===== src/assert_macros.svh =====
// assertion macros shared by the lexer rtl
`ifndef ASSERT_MACROS_SVH
`define ASSERT_MACROS_SVH

// implication checked every clock once out of reset
`define LEX_ASSERT_IMP(lbl, ante, cons) \
    lbl: assert property (@(posedge aclk) disable iff (!aresetn) (ante) |-> (cons)) \
        else $error("assertion failed");

// next-cycle implication checked also during reset
`define LEX_ASSERT_NXT(lbl, ante, cons) \
    lbl: assert property (@(posedge aclk) (ante) |=> (cons)) else $error("assertion failed");

`endif


===== src/lex_pkg.sv =====
// types, constants and helpers of the token lexer
`default_nettype none
package lex_pkg;
    localparam int LEN_BITS = 16;
    localparam int VAL_W = 63;
    localparam int QDEPTH = 4;
    localparam int QPTR_W = $clog2(QDEPTH);
    localparam logic [VAL_W-1:0] VAL_MAX = {VAL_W{1'b1}};
    localparam logic [LEN_BITS-1:0] LEN_MAX = {LEN_BITS{1'b1}};

    localparam logic [7:0] C_US = 8'h5f;
    localparam logic [7:0] C_DQ = 8'h22;
    localparam logic [7:0] C_BS = 8'h5c;
    localparam logic [7:0] C_SQ = 8'h27;
    localparam logic [7:0] C_NL = 8'h0a;
    localparam logic [7:0] C_CR = 8'h0d;
    localparam logic [7:0] C_TAB = 8'h09;
    localparam logic [7:0] C_ZERO = 8'h30;
    localparam logic [7:0] C_SP = 8'h20;

    typedef enum logic [3:0] {
        K_IDENT, K_STRING, K_CHAR, K_NUMBER, K_PLUS, K_MINUS, K_MUL,
        K_DIV, K_MOD, K_EQUAL, K_SEMI, K_ERROR
    } kind_t;

    typedef enum logic [2:0] {
        E_NONE, E_BAD_BYTE, E_UNTERM_STR, E_UNTERM_CHAR, E_CHAR_LONG,
        E_CHAR_EMPTY, E_BAD_ESC
    } err_t;

    typedef struct packed {
        kind_t            kind;
        logic [VAL_W-1:0] value;
        logic             token_end;
        err_t             err_code;
    } result_t;

    // results caused by one byte, item[0] first
    typedef struct packed {
        logic [1:0]        cnt;
        result_t [2:0]     item;
    } bundle_t;

    function automatic result_t mk(kind_t k, logic [VAL_W-1:0] v, logic e, err_t c);
        result_t r;
        r.kind = k;
        r.value = v;
        r.token_end = e;
        r.err_code = c;
        return r;
    endfunction

    function automatic bundle_t push(bundle_t b, result_t r);
        bundle_t o;
        o = b;
        if (b.cnt != 2'd3) begin
            o.item[b.cnt] = r;
            o.cnt = b.cnt + 2'd1;
        end
        return o;
    endfunction
endpackage
`default_nettype wire


===== src/lex_front.sv =====
// front end: per-byte lexer state machine, builds result bundles
`default_nettype none
module lex_front (
    input  wire logic            aclk,
    input  wire logic            aresetn,
    input  wire logic [7:0]      ch,
    input  wire logic            line_end,
    input  wire logic            accept,
    output lex_pkg::bundle_t     bundle,
    output logic                 push_valid
);
    import lex_pkg::*;

    typedef enum logic [3:0] {
        M_IDLE, M_IDENT, M_NUM, M_STR, M_CH_OPEN, M_CH_ONE, M_CH_ESC,
        M_CH_ESC_ONE, M_SKIP
    } mode_t;

    mode_t               mode_reg, mode_next;
    logic [VAL_W-1:0]    acc_reg, acc_next;
    logic [LEN_BITS-1:0] len_reg, len_next;
    logic                esc_reg, esc_next;
    logic [7:0]          h0_reg, h0_next, h1_reg, h1_next;

    logic                is_alpha, is_digit;
    logic [3:0]          dig;
    logic [VAL_W+3:0]    mul_sum;
    logic [VAL_W-1:0]    acc_step;

    assign is_alpha = (ch >= 8'h61 && ch <= 8'h7a) || (ch >= 8'h41 && ch <= 8'h5a)
                      || ch == C_US;
    assign is_digit = ch >= C_ZERO && ch <= 8'h39;
    assign dig = ch[3:0];
    // acc*10 + digit as shift-add, saturate at all ones
    assign mul_sum = {1'b0, acc_reg, 3'b000} + {3'b000, acc_reg, 1'b0}
                     + {{VAL_W{1'b0}}, dig};
    assign acc_step = (mul_sum > {4'b0000, VAL_MAX}) ? VAL_MAX : mul_sum[VAL_W-1:0];

    function automatic logic [LEN_BITS-1:0] inc_len(logic [LEN_BITS-1:0] v);
        return (v == LEN_MAX) ? v : v + 1'b1;
    endfunction

    function automatic logic [VAL_W-1:0] ext8(logic [7:0] v);
        return {{(VAL_W-8){1'b0}}, v};
    endfunction

    function automatic logic [VAL_W-1:0] extl(logic [LEN_BITS-1:0] v);
        return {{(VAL_W-LEN_BITS){1'b0}}, v};
    endfunction

    always_comb begin
        bundle_t b;
        logic    done;
        logic    clr;
        logic [7:0] ev;
        b = '0;
        done = 1'b1;
        clr = 1'b0;
        ev = 8'h00;
        mode_next = mode_reg;
        acc_next = acc_reg;
        len_next = len_reg;
        esc_next = esc_reg;
        h0_next = h0_reg;
        h1_next = h1_reg;
        case (mode_reg)
            M_IDENT: begin
                if (is_alpha || is_digit) begin
                    b = push(b, mk(K_IDENT, ext8(ch), 1'b0, E_NONE));
                    len_next = inc_len(len_reg);
                end else begin
                    b = push(b, mk(K_IDENT, extl(len_reg), 1'b1, E_NONE));
                    clr = 1'b1;
                    mode_next = M_IDLE;
                    done = 1'b0;
                end
            end
            M_NUM: begin
                if (is_digit) begin
                    acc_next = acc_step;
                end else begin
                    b = push(b, mk(K_NUMBER, acc_reg, 1'b1, E_NONE));
                    clr = 1'b1;
                    mode_next = M_IDLE;
                    done = 1'b0;
                end
            end
            M_STR: begin
                if (esc_reg) begin
                    esc_next = 1'b0;
                    if (ch == 8'h6e || ch == 8'h72 || ch == 8'h74) begin
                        ev = (ch == 8'h6e) ? C_NL : (ch == 8'h72) ? C_CR : C_TAB;
                        b = push(b, mk(K_STRING, ext8(ev), 1'b0, E_NONE));
                        len_next = inc_len(len_reg);
                    end else begin
                        b = push(b, mk(K_STRING, ext8(C_BS), 1'b0, E_NONE));
                        b = push(b, mk(K_STRING, ext8(ch), 1'b0, E_NONE));
                        len_next = inc_len(inc_len(len_reg));
                    end
                end else if (ch == C_BS) begin
                    esc_next = 1'b1;
                end else if (ch == C_DQ) begin
                    b = push(b, mk(K_STRING, extl(len_reg), 1'b1, E_NONE));
                    clr = 1'b1;
                    mode_next = M_IDLE;
                end else begin
                    b = push(b, mk(K_STRING, ext8(ch), 1'b0, E_NONE));
                    len_next = inc_len(len_reg);
                end
            end
            M_CH_OPEN: begin
                if (ch == C_BS) begin
                    mode_next = M_CH_ESC;
                end else begin
                    h0_next = ch;
                    mode_next = M_CH_ONE;
                end
            end
            M_CH_ONE: begin
                if (ch != C_SQ) begin
                    b = push(b, mk(K_ERROR, '0, 1'b1, E_CHAR_LONG));
                    clr = 1'b1;
                    mode_next = M_SKIP;
                end else if (h0_reg == C_SQ) begin
                    b = push(b, mk(K_ERROR, '0, 1'b1, E_CHAR_EMPTY));
                    clr = 1'b1;
                    mode_next = M_SKIP;
                end else begin
                    b = push(b, mk(K_CHAR, ext8(h0_reg), 1'b1, E_NONE));
                    clr = 1'b1;
                    mode_next = M_IDLE;
                end
            end
            M_CH_ESC: begin
                h1_next = ch;
                mode_next = M_CH_ESC_ONE;
            end
            M_CH_ESC_ONE: begin
                clr = 1'b1;
                if (ch != C_SQ) begin
                    b = push(b, mk(K_ERROR, '0, 1'b1, E_CHAR_LONG));
                    mode_next = M_SKIP;
                end else if (h1_reg == 8'h6e || h1_reg == 8'h72 || h1_reg == 8'h74
                             || h1_reg == C_BS || h1_reg == C_SQ || h1_reg == C_ZERO) begin
                    ev = (h1_reg == 8'h6e) ? C_NL : (h1_reg == 8'h72) ? C_CR :
                         (h1_reg == 8'h74) ? C_TAB : (h1_reg == C_ZERO) ? 8'h00 : h1_reg;
                    b = push(b, mk(K_CHAR, ext8(ev), 1'b1, E_NONE));
                    mode_next = M_IDLE;
                end else begin
                    b = push(b, mk(K_ERROR, ext8(h1_reg), 1'b1, E_BAD_ESC));
                    mode_next = M_SKIP;
                end
            end
            M_SKIP: begin
            end
            default: begin
                mode_next = M_IDLE;
                done = 1'b0;
            end
        endcase
        if (clr) begin
            acc_next = '0;
            len_next = '0;
            esc_next = 1'b0;
            h0_next = 8'h00;
            h1_next = 8'h00;
        end
        // start a fresh token with this byte
        if (!done && !(ch == C_SP || ch == C_NL || ch == C_TAB)) begin
            if (is_alpha) begin
                b = push(b, mk(K_IDENT, ext8(ch), 1'b0, E_NONE));
                len_next = {{(LEN_BITS-1){1'b0}}, 1'b1};
                mode_next = M_IDENT;
            end else if (is_digit) begin
                acc_next = {{(VAL_W-4){1'b0}}, dig};
                mode_next = M_NUM;
            end else if (ch == C_DQ) begin
                len_next = '0;
                esc_next = 1'b0;
                mode_next = M_STR;
            end else if (ch == C_SQ) begin
                mode_next = M_CH_OPEN;
            end else if (ch == 8'h2b) begin
                b = push(b, mk(K_PLUS, '0, 1'b1, E_NONE));
            end else if (ch == 8'h2d) begin
                b = push(b, mk(K_MINUS, '0, 1'b1, E_NONE));
            end else if (ch == 8'h2a) begin
                b = push(b, mk(K_MUL, '0, 1'b1, E_NONE));
            end else if (ch == 8'h2f) begin
                b = push(b, mk(K_DIV, '0, 1'b1, E_NONE));
            end else if (ch == 8'h25) begin
                b = push(b, mk(K_MOD, '0, 1'b1, E_NONE));
            end else if (ch == 8'h3d) begin
                b = push(b, mk(K_EQUAL, '0, 1'b1, E_NONE));
            end else if (ch == 8'h3b) begin
                b = push(b, mk(K_SEMI, '0, 1'b1, E_NONE));
            end else begin
                b = push(b, mk(K_ERROR, ext8(ch), 1'b1, E_BAD_BYTE));
                acc_next = '0;
                len_next = '0;
                esc_next = 1'b0;
                h0_next = 8'h00;
                h1_next = 8'h00;
                mode_next = M_SKIP;
            end
        end
        // end of line closes or fails whatever is open
        if (line_end) begin
            if (mode_next == M_IDENT) begin
                b = push(b, mk(K_IDENT, extl(len_next), 1'b1, E_NONE));
            end else if (mode_next == M_NUM) begin
                b = push(b, mk(K_NUMBER, acc_next, 1'b1, E_NONE));
            end else if (mode_next == M_STR) begin
                b = push(b, mk(K_ERROR, '0, 1'b1, E_UNTERM_STR));
            end else if (mode_next == M_CH_OPEN || mode_next == M_CH_ONE
                         || mode_next == M_CH_ESC || mode_next == M_CH_ESC_ONE) begin
                b = push(b, mk(K_ERROR, '0, 1'b1, E_UNTERM_CHAR));
            end
            acc_next = '0;
            len_next = '0;
            esc_next = 1'b0;
            h0_next = 8'h00;
            h1_next = 8'h00;
            mode_next = M_IDLE;
        end
        bundle = b;
    end

    assign push_valid = accept && (bundle.cnt != 2'd0);

    always_ff @(posedge aclk) begin
        if (!aresetn) begin
            mode_reg <= M_IDLE;
            acc_reg <= '0;
            len_reg <= '0;
            esc_reg <= 1'b0;
            h0_reg <= 8'h00;
            h1_reg <= 8'h00;
        end else if (accept) begin
            mode_reg <= mode_next;
            acc_reg <= acc_next;
            len_reg <= len_next;
            esc_reg <= esc_next;
            h0_reg <= h0_next;
            h1_reg <= h1_next;
        end
    end
endmodule
`default_nettype wire


===== src/lex_queue.sv =====
// short queue of result bundles between front and back
`default_nettype none
module lex_queue (
    input  wire logic             aclk,
    input  wire logic             aresetn,
    input  wire logic             push,
    input  wire lex_pkg::bundle_t wr_data,
    input  wire logic             pop,
    output lex_pkg::bundle_t      rd_data,
    output logic                  full,
    output logic                  empty
);
    import lex_pkg::*;

    bundle_t           mem [QDEPTH];
    logic [QPTR_W-1:0] wr_reg, rd_reg;
    logic [QPTR_W:0]   cnt_reg;

    assign full = cnt_reg == QDEPTH[QPTR_W:0];
    assign empty = cnt_reg == '0;
    assign rd_data = mem[rd_reg];

    always_ff @(posedge aclk) begin
        if (push) begin
            mem[wr_reg] <= wr_data;
        end
    end

    always_ff @(posedge aclk) begin
        if (!aresetn) begin
            wr_reg <= '0;
            rd_reg <= '0;
            cnt_reg <= '0;
        end else begin
            if (push) begin
                wr_reg <= wr_reg + 1'b1;
            end
            if (pop) begin
                rd_reg <= rd_reg + 1'b1;
            end
            if (push && !pop) begin
                cnt_reg <= cnt_reg + 1'b1;
            end else if (pop && !push) begin
                cnt_reg <= cnt_reg - 1'b1;
            end
        end
    end
endmodule
`default_nettype wire


===== src/lex_back.sv =====
// back end: sends the results of each bundle one beat at a time
`default_nettype none
module lex_back (
    input  wire logic             aclk,
    input  wire logic             aresetn,
    input  wire lex_pkg::bundle_t rd_data,
    input  wire logic             empty,
    output logic                  pop,
    output lex_pkg::result_t      res,
    output logic                  res_last,
    output logic                  res_valid,
    input  wire logic             res_ready
);
    import lex_pkg::*;

    bundle_t    cur_reg;
    logic       valid_reg;
    logic [1:0] idx_reg;
    logic       fin;

    assign res = cur_reg.item[idx_reg];
    assign res_last = idx_reg == (cur_reg.cnt - 2'd1);
    assign res_valid = valid_reg;
    assign fin = valid_reg && res_ready && res_last;
    assign pop = !empty && (!valid_reg || fin);

    always_ff @(posedge aclk) begin
        if (pop) begin
            cur_reg <= rd_data;
        end
    end

    always_ff @(posedge aclk) begin
        if (!aresetn) begin
            valid_reg <= 1'b0;
            idx_reg <= 2'd0;
        end else begin
            if (pop) begin
                valid_reg <= 1'b1;
                idx_reg <= 2'd0;
            end else if (fin) begin
                valid_reg <= 1'b0;
                idx_reg <= 2'd0;
            end else if (valid_reg && res_ready) begin
                idx_reg <= idx_reg + 2'd1;
            end
        end
    end
endmodule
`default_nettype wire


===== src/c_like_token_lexer.sv =====
// streaming lexer for a small c-like language, top level
//
// input stream: one source byte per beat on s_tdata, s_tlast marks the
// final byte of a line (pending tokens close, open literals fail there).
// output stream: one result per beat; m_tuser is the token kind,
// m_tdata carries value, token end flag and error code, m_tlast marks the
// last result caused by one input byte.
// a byte is taken every cycle while the four-entry bundle queue has room.
// a byte that causes results passes them through the bundle queue and then
// the back end's current-bundle register to the output; its results go out
// one per beat, so the sustained rate is one byte per cycle while bytes
// average at most one result and m_tready stays high, set by the one-result-per-beat stage.
// bytes that cause no result (whitespace between tokens, digits of a number,
// literal openers) only update the lexer state.
// while m_tready is low the queue fills, then s_tready drops; nothing is
// lost. reset (aresetn low, synchronous) empties the queue and returns
// the lexer to its between-tokens state.
`default_nettype none
module c_like_token_lexer (
    input  wire logic        aclk,
    input  wire logic        aresetn,
    input  wire logic        s_tvalid,
    output logic             s_tready,
    input  wire logic [7:0]  s_tdata,   // ch
    input  wire logic        s_tlast,
    output logic             m_tvalid,
    input  wire logic        m_tready,
    output logic [71:0]      m_tdata,   // value, token_end, err_code, zero pad
    output logic [3:0]       m_tuser,   // kind
    output logic             m_tlast
);
    import lex_pkg::*;
    `include "assert_macros.svh"

    bundle_t bundle, rd_data;
    result_t res;
    logic    accept, push_valid, pop, full, empty;

    assign s_tready = !full;
    assign accept = s_tvalid && s_tready;

    lex_front u_front (
        .aclk(aclk), .aresetn(aresetn), .ch(s_tdata), .line_end(s_tlast),
        .accept(accept), .bundle(bundle), .push_valid(push_valid)
    );

    lex_queue u_queue (
        .aclk(aclk), .aresetn(aresetn), .push(push_valid), .wr_data(bundle),
        .pop(pop), .rd_data(rd_data), .full(full), .empty(empty)
    );

    lex_back u_back (
        .aclk(aclk), .aresetn(aresetn), .rd_data(rd_data), .empty(empty),
        .pop(pop), .res(res), .res_last(m_tlast), .res_valid(m_tvalid),
        .res_ready(m_tready)
    );

    assign m_tuser = res.kind;
    assign m_tdata = {5'b00000, res.err_code, res.token_end, res.value};

    `LEX_ASSERT_IMP(a_err_closes, m_tvalid && m_tuser == K_ERROR, m_tdata[63])
    `LEX_ASSERT_IMP(a_err_code_kind, m_tvalid, (m_tuser == K_ERROR) == (m_tdata[66:64] != 3'd0))
    `LEX_ASSERT_NXT(a_reset_quiet, !aresetn, !m_tvalid)
endmodule
`default_nettype wire

===== config.mk =====
export PLATFORM = sky130hd
export DESIGN_NAME = c_like_token_lexer
export DESIGN_NICKNAME = d
export VERILOG_FILES = /design/src/lex_pkg.sv /design/src/lex_front.sv /design/src/lex_queue.sv /design/src/lex_back.sv /design/src/c_like_token_lexer.sv
export VERILOG_INCLUDE_DIRS = /design/src /design/src/src
export SDC_FILE = /design/constraint.sdc
export NUM_CORES = 2
export LEC_CHECK = 0
export BUFFER_PORTS_ARGS = -buffer_cell sky130_fd_sc_hd__buf_2
export CAP_MARGIN = 10
export CORE_MARGIN = 2
export CORE_UTILIZATION = 55
export CTS_CLUSTER_SIZE = 14
export DETAILED_ROUTE_END_ITERATION = 8
export PLACE_DENSITY = 0.82
export SLEW_MARGIN = 40
export SYNTH_ARGS = -nofsm -noshare
export SYNTH_HDL_FRONTEND = slang
export SYNTH_SLANG_ARGS = --single-unit

===== constraint.sdc =====
create_clock -name aclk -period 9.75 [get_ports aclk]
set_input_delay 0.4875 -clock aclk [delete_from_list [all_inputs] [get_ports aclk]]
set_output_delay 0.4875 -clock aclk [all_outputs]
set_load 0.01 [all_outputs]

Yosys cells after proc, flatten, opt, wreduce, memory -nomap -nowiden
Memory sizes are Yosys's and may differ from the RTL's. A register that Yosys moved wholly into a read port is not among the register bits.
Cells that the tools add are included.

cells by class
  magnitude comparators = 14
  bitwise operators = 28
  mux-type cells = 193
  $add $sub $neg = 13
  reductions and logical operators = 44
  equality and inequality tests = 47

operator list
  operator                                        count
  2-to-1 mux 215 bit                              36
  one-hot mux 215 bit (5 select lines)            1
  2-to-1 mux 63 bit                               17
  bitwise mux 213 bit                             5
  bitwise AND 204 bit                             4
  NOT 204 bit                                     4
  2-to-1 mux 71 bit                               9
  demux 71 bit (select 2 bit)                     3
  bitwise AND 207 bit                             2
  NOT 207 bit                                     2
  2-to-1 mux 16 bit                               21
  2-to-1 mux 8 bit                                36
  2-to-1 mux 214 bit                              1
  bitwise AND 201 bit                             1
  NOT 201 bit                                     1
  bitwise AND 198 bit                             1
  NOT 198 bit                                     1
  bitwise AND 195 bit                             1
  NOT 195 bit                                     1
  binary-select mux 71 bit (select 2 bit)         1
  == test 8 x 6 -> 1 bit (second input constant)  13
  2-to-1 mux 4 bit                                22
  == test 8 x 7 -> 1 bit (second input constant)  9
  adder 66 x 64 -> 67 bit                         1
  45 further kinds                                146

word-level totals
  memories kept = 1
  logic and storage cells = 351
  memory bits (writable) = 860
  output and inout bits = 79
  bits in registers = 110
  bits of input ports = 13

memory list
  memory       depth  width  rd ports  clocked after Yosys merged registers in  wr ports  line             source
  u_queue.mem  4      215    1         1                                        1         lex_queue.sv:15  bundle_t mem [QDEPTH];

Depth between registers and ports, before layout
  depth after elaboration = 52
  mapped depth = 19
  depth with buffers taken out = 15

Cells and area by module
From an unflattened synthesis, not the netlist that was laid out.

second synthesis, totals
  cells, all modules = 3734
  area total of the unflattened synthesis = 54337.1 sq um

modules (own cells, without submodules)
  module              sequential area each (sq um)  cells an instance  instances  area each (sq um)
  lex_queue           26004.9                       1166               1          31456.4
  lex_front           2001.9                        2084               1          14694.1
  lex_back            6516.2                        476                1          8135.3
  c_like_token_lexer  0.0                           8                  1          51.3

Worst setup path before layout
No wires, ideal clock.

  path kind = input port to flip-flop
  start point = input s_tdata[3]
  end point = memory u_queue.mem[0][0] (netlist bit), enable pin
  library setup time = 600 ps
  data required time = 9150 ps
  arrival time = 7693 ps
  path buffers = 1
  stages = 11
  path slack = 1457 ps
  path through = buf_4 -> inv_1 -> nor4_1 -> nor2_1 -> a2111oi_1 -> a21oi_1 -> o21a_1 -> and3_1 -> nand2b_1 -> a41oi_2 -> and2_1

on the way
  cells in the longest elaborated chain, start to end = 32
  elaborated cells between the ends (all ways) = 114
  classes of those cells = 2 x add/sub; 6 x order compare; 27 x eq/ne; 61 x mux; 18 x reduce/logical

ends and longest elaborated chain
  what                                                                                 line                      source
  start, declared                                                                      c_like_token_lexer.sv:24  input wire logic [7:0] s_tdata,
  branches (longest 27 deep; another with greater-or-equal comparator 8 x 6 -> 1 bit)  -
  2-to-1 mux 215 bit (*)                                                               lex_front.sv:208          if (line_end) begin
  nonzero test 2 bit (*)                                                               lex_front.sv:229          assign push_valid = accept && (bundle.cnt != 2'd0);
  logical AND 1 bit (*)                                                                lex_front.sv:229
  named net push_valid                                                                 c_like_token_lexer.sv:37  logic accept, push_valid, pop, full, empty;
  2-to-1 mux 1 bit (*)                                                                 lex_queue.sv:24           if (push) begin
  2-to-1 mux 1 bit (not written as such) (*)                                           lex_queue.sv:25           mem[wr_reg] <= wr_data;
  end, declared                                                                        lex_queue.sv:15

Mark *: on every way through the listed nets, which the timed path passes.

==> run metrics <==
status complete, no violations; max reg flops 852; core area 0.0936 mm2; CTS tree built; Async S/R FF share, synth 0%; post-synthesis cell count 3,560; pin count of the biggest net entering global routing 119; Port Buf Inserts 86; Final Max Tran Viols 0; Die Width 312 um; Crit Path Category reg -> reg; Iter 0 DRT Violations 3,758; slew margin rel. 39.8%; slowest stage delay, CP 680 ps; drt total wl 127,000 um; worst hold path class in -> reg; Yosys warning count 0; global-route wire length before repair 194,000 um; DIE AREA 0.0973 mm2; unrepaired setup endpoints after global routing no; max_cap viols 0; Worst-path clk slew 60 ps; Static Leak 0.0204 uW; slowest cell on the critical path dfxtp_1; Yosys reg bits 1,175; final hold violations 0; area of the mapped netlist 0.0521 mm2; Initial DRT Pass Iterations 6; CTS Buf Count 108; clk_skew 30.2 ps; P per Cell Area 230 mW/mm2; critical-path cell list ha_1 > nand4_1 > nor3_2 > nand2_1 > nand2_1 > ha_1 > o2111ai_1 > nor3_1 > a21oi_1 > nand3_1 > xnor2_1 > o21ai_0 > inv_1 > o21ai_0; worst skew pair latency 700 ps; r2r setup slk 4040 ps; WL/cell 23.6 um; root buffer cell clkbuf_16; CTS resizes 0; Avg Vias per Cell 6.02; fillers 6,399; crit path buf inv count 1; Final #Nets 4,188; worst setup margin 4040 ps; hpwl dp 76,900 um; Setup Viol. Count Final 0; Distinct cells, synth 87; die height 312 um; Clock Sinks 1,175; Syn Area/Cell 14.6 um2; gr usage total 26.0%; Vias 32,400; crit end category register; hold buffer count at CTS 0; Post-CTS Setup Inserts 0; actual slew at the worst max-slew pin 893 ps; # rows 112; Top FF cell, synth edfxtp_1; DP Worst Slack 3750 ps; GP Congestion 0.934; Area Overhead vs Synth 13.2%; Worst Path Required 10,120 ps; initial antenna violation count 4; vias in the first global route 32,500; IO Pins 92; residual DRC count 0; startpoint types register; IR drop worst, VDD 0.000177 V; setup TNS 0 ps; Worst Path Max Fanout 19; Largest delay share family, worst path simple AND/OR/NAND/NOR gates; fmax 175 MHz; initial core utilization 55.7%; CTS H-Tree Depth 3; crit path time final 5710 ps; EDFF count, synth 1,065; clk buf depth 3; commonest non-fill, non-tap cells in the layout edfxtp_1, conb_1, nand2_1; Post-DRT Antenna Nets 0; layout cells sized above 1 13.6%; sequential area share after synthesis 65.5%; gr ovfl total 0; Critical Path AT 6070 ps; Final period util 58.5%; most common cell after layout, fill and taps aside edfxtp_1
-- metal layers --
layer,vias up,wire (um),GRT usage [%]
li1,14400,-,-
met1,16100,49500,34.6
met2,1632,63300,43.7
met3,306,9980,4.39
met4,6,4160,8.72
met5,-,41,0
-- per-stage QoR --
step	util, %	hold slack, ps	std cells	cell area (um2)	total power (uW)
2_1_floorplan	-	457	4008	53800	8630
3_3_place_gp	59.1	485	5178	55400	9290
3_5_place_dp	59.3	492	5181	55500	9420
4_1_cts	63.0	160	5380	58900	13600
5_1_grt	63.0	237	5383	59000	14000
6_report	63.0	218	5384	59000	13600
-- cell families (layout without fill, tap and decap cells) --
logic type	count (synthesis)	after routing	share of synthesized area, %
adder cells (fa/ha/maj)	135	135	3.28
XOR/XNOR	89	89	1.49
buffers and inverters	266	387	2.08
flip-flops	1175	1175	65.5
other	1	450	0.00719
multiplexers	306	306	11.0
AND/OR/NAND/NOR	878	878	7.78
AO/OA/AOI/OAI	710	710	8.81
-- report_power, final --
part	leakage [uW]	internal (uW)	switching (uW)	total, uW
combinational	0.00830	943	1490	2430
sequential	0.0104	6630	327	6950
clock	0.00168	2350	1830	4170
total	0.0204	9910	3640	13600
-- path summary, 6_finish.rpt --
kind                               startpoint                               end  depth (start not counted)
max           u_front.len_reg[0]$_SDFFE_PN0P_      u_queue.mem[0][79]$_DFFE_PP_                         14
min reg2reg  u_front.acc_reg[31]$_SDFFE_PN0P_  u_front.acc_reg[31]$_SDFFE_PN0P_                          2
max reg2reg   u_front.len_reg[0]$_SDFFE_PN0P_      u_queue.mem[0][79]$_DFFE_PP_                         14
min                                  m_tready     u_back.res_valid$_SDFFE_PN0P_                          4
-- worst min-delay path, stage by stage --
cell	delay, ps
buf_2	110
nand2_1	100
nand2_1	80
a21boi_0	70
-- layout make-up --
| class | count | area, um2 | area share [%] |
|---|---|---|---|
| clock buffers | 150 | 2930 | 4.97 |
| well taps | 1254 | 1570 | 2.66 |
| flip-flops and latches | 1175 | 34200 | 57.9 |
| repair buffers | 134 | 952 | 1.61 |
| diodes | 1 | 2.50 | 0.00424 |
| multi-input cells | 2567 | 18600 | 31.6 |
| clock inverters | 49 | 529 | 0.897 |
| inverters | 54 | 215 | 0.365 |
-- cell usage after synthesis, types with 12 or more instances --
| cell | instances | area (um2) |
|---|---|---|
| a21o_1 | 28 | 210 |
| o21ai_0 | 244 | 1220 |
| a22oi_1 | 24 | 180 |
| o21ai_1 | 13 | 65.1 |
| or3_1 | 13 | 81.3 |
| edfxtp_1 | 1065 | 32000 |
| buf_2 | 30 | 150 |
| o21bai_1 | 22 | 165 |
| nand3_1 | 52 | 260 |
| a31oi_1 | 20 | 125 |
| nand4_1 | 32 | 200 |
| mux4_2 | 213 | 4800 |
| dfxtp_1 | 110 | 2200 |
| ha_1 | 132 | 1650 |
| buf_1 | 39 | 146 |
| o211ai_1 | 18 | 135 |
| nand2b_1 | 16 | 100 |
| and3_1 | 20 | 125 |
| o22ai_1 | 15 | 93.8 |
| nor2b_1 | 39 | 244 |
| nor3_1 | 40 | 200 |
| and2_1 | 28 | 175 |
| a21oi_1 | 138 | 691 |
| nand2_1 | 403 | 1510 |
| mux2i_1 | 88 | 881 |
| xor2_1 | 38 | 333 |
| o221ai_1 | 50 | 438 |
| inv_1 | 54 | 203 |
| a22o_1 | 13 | 114 |
| a211oi_1 | 12 | 90.1 |
| xnor2_1 | 51 | 447 |
| o221ai_2 | 12 | 180 |
| clkbuf_1 | 134 | 503 |
| a21boi_0 | 12 | 90.1 |
| nor2_1 | 177 | 664 |
Note: power is estimated with default switching activity, not from simulation.
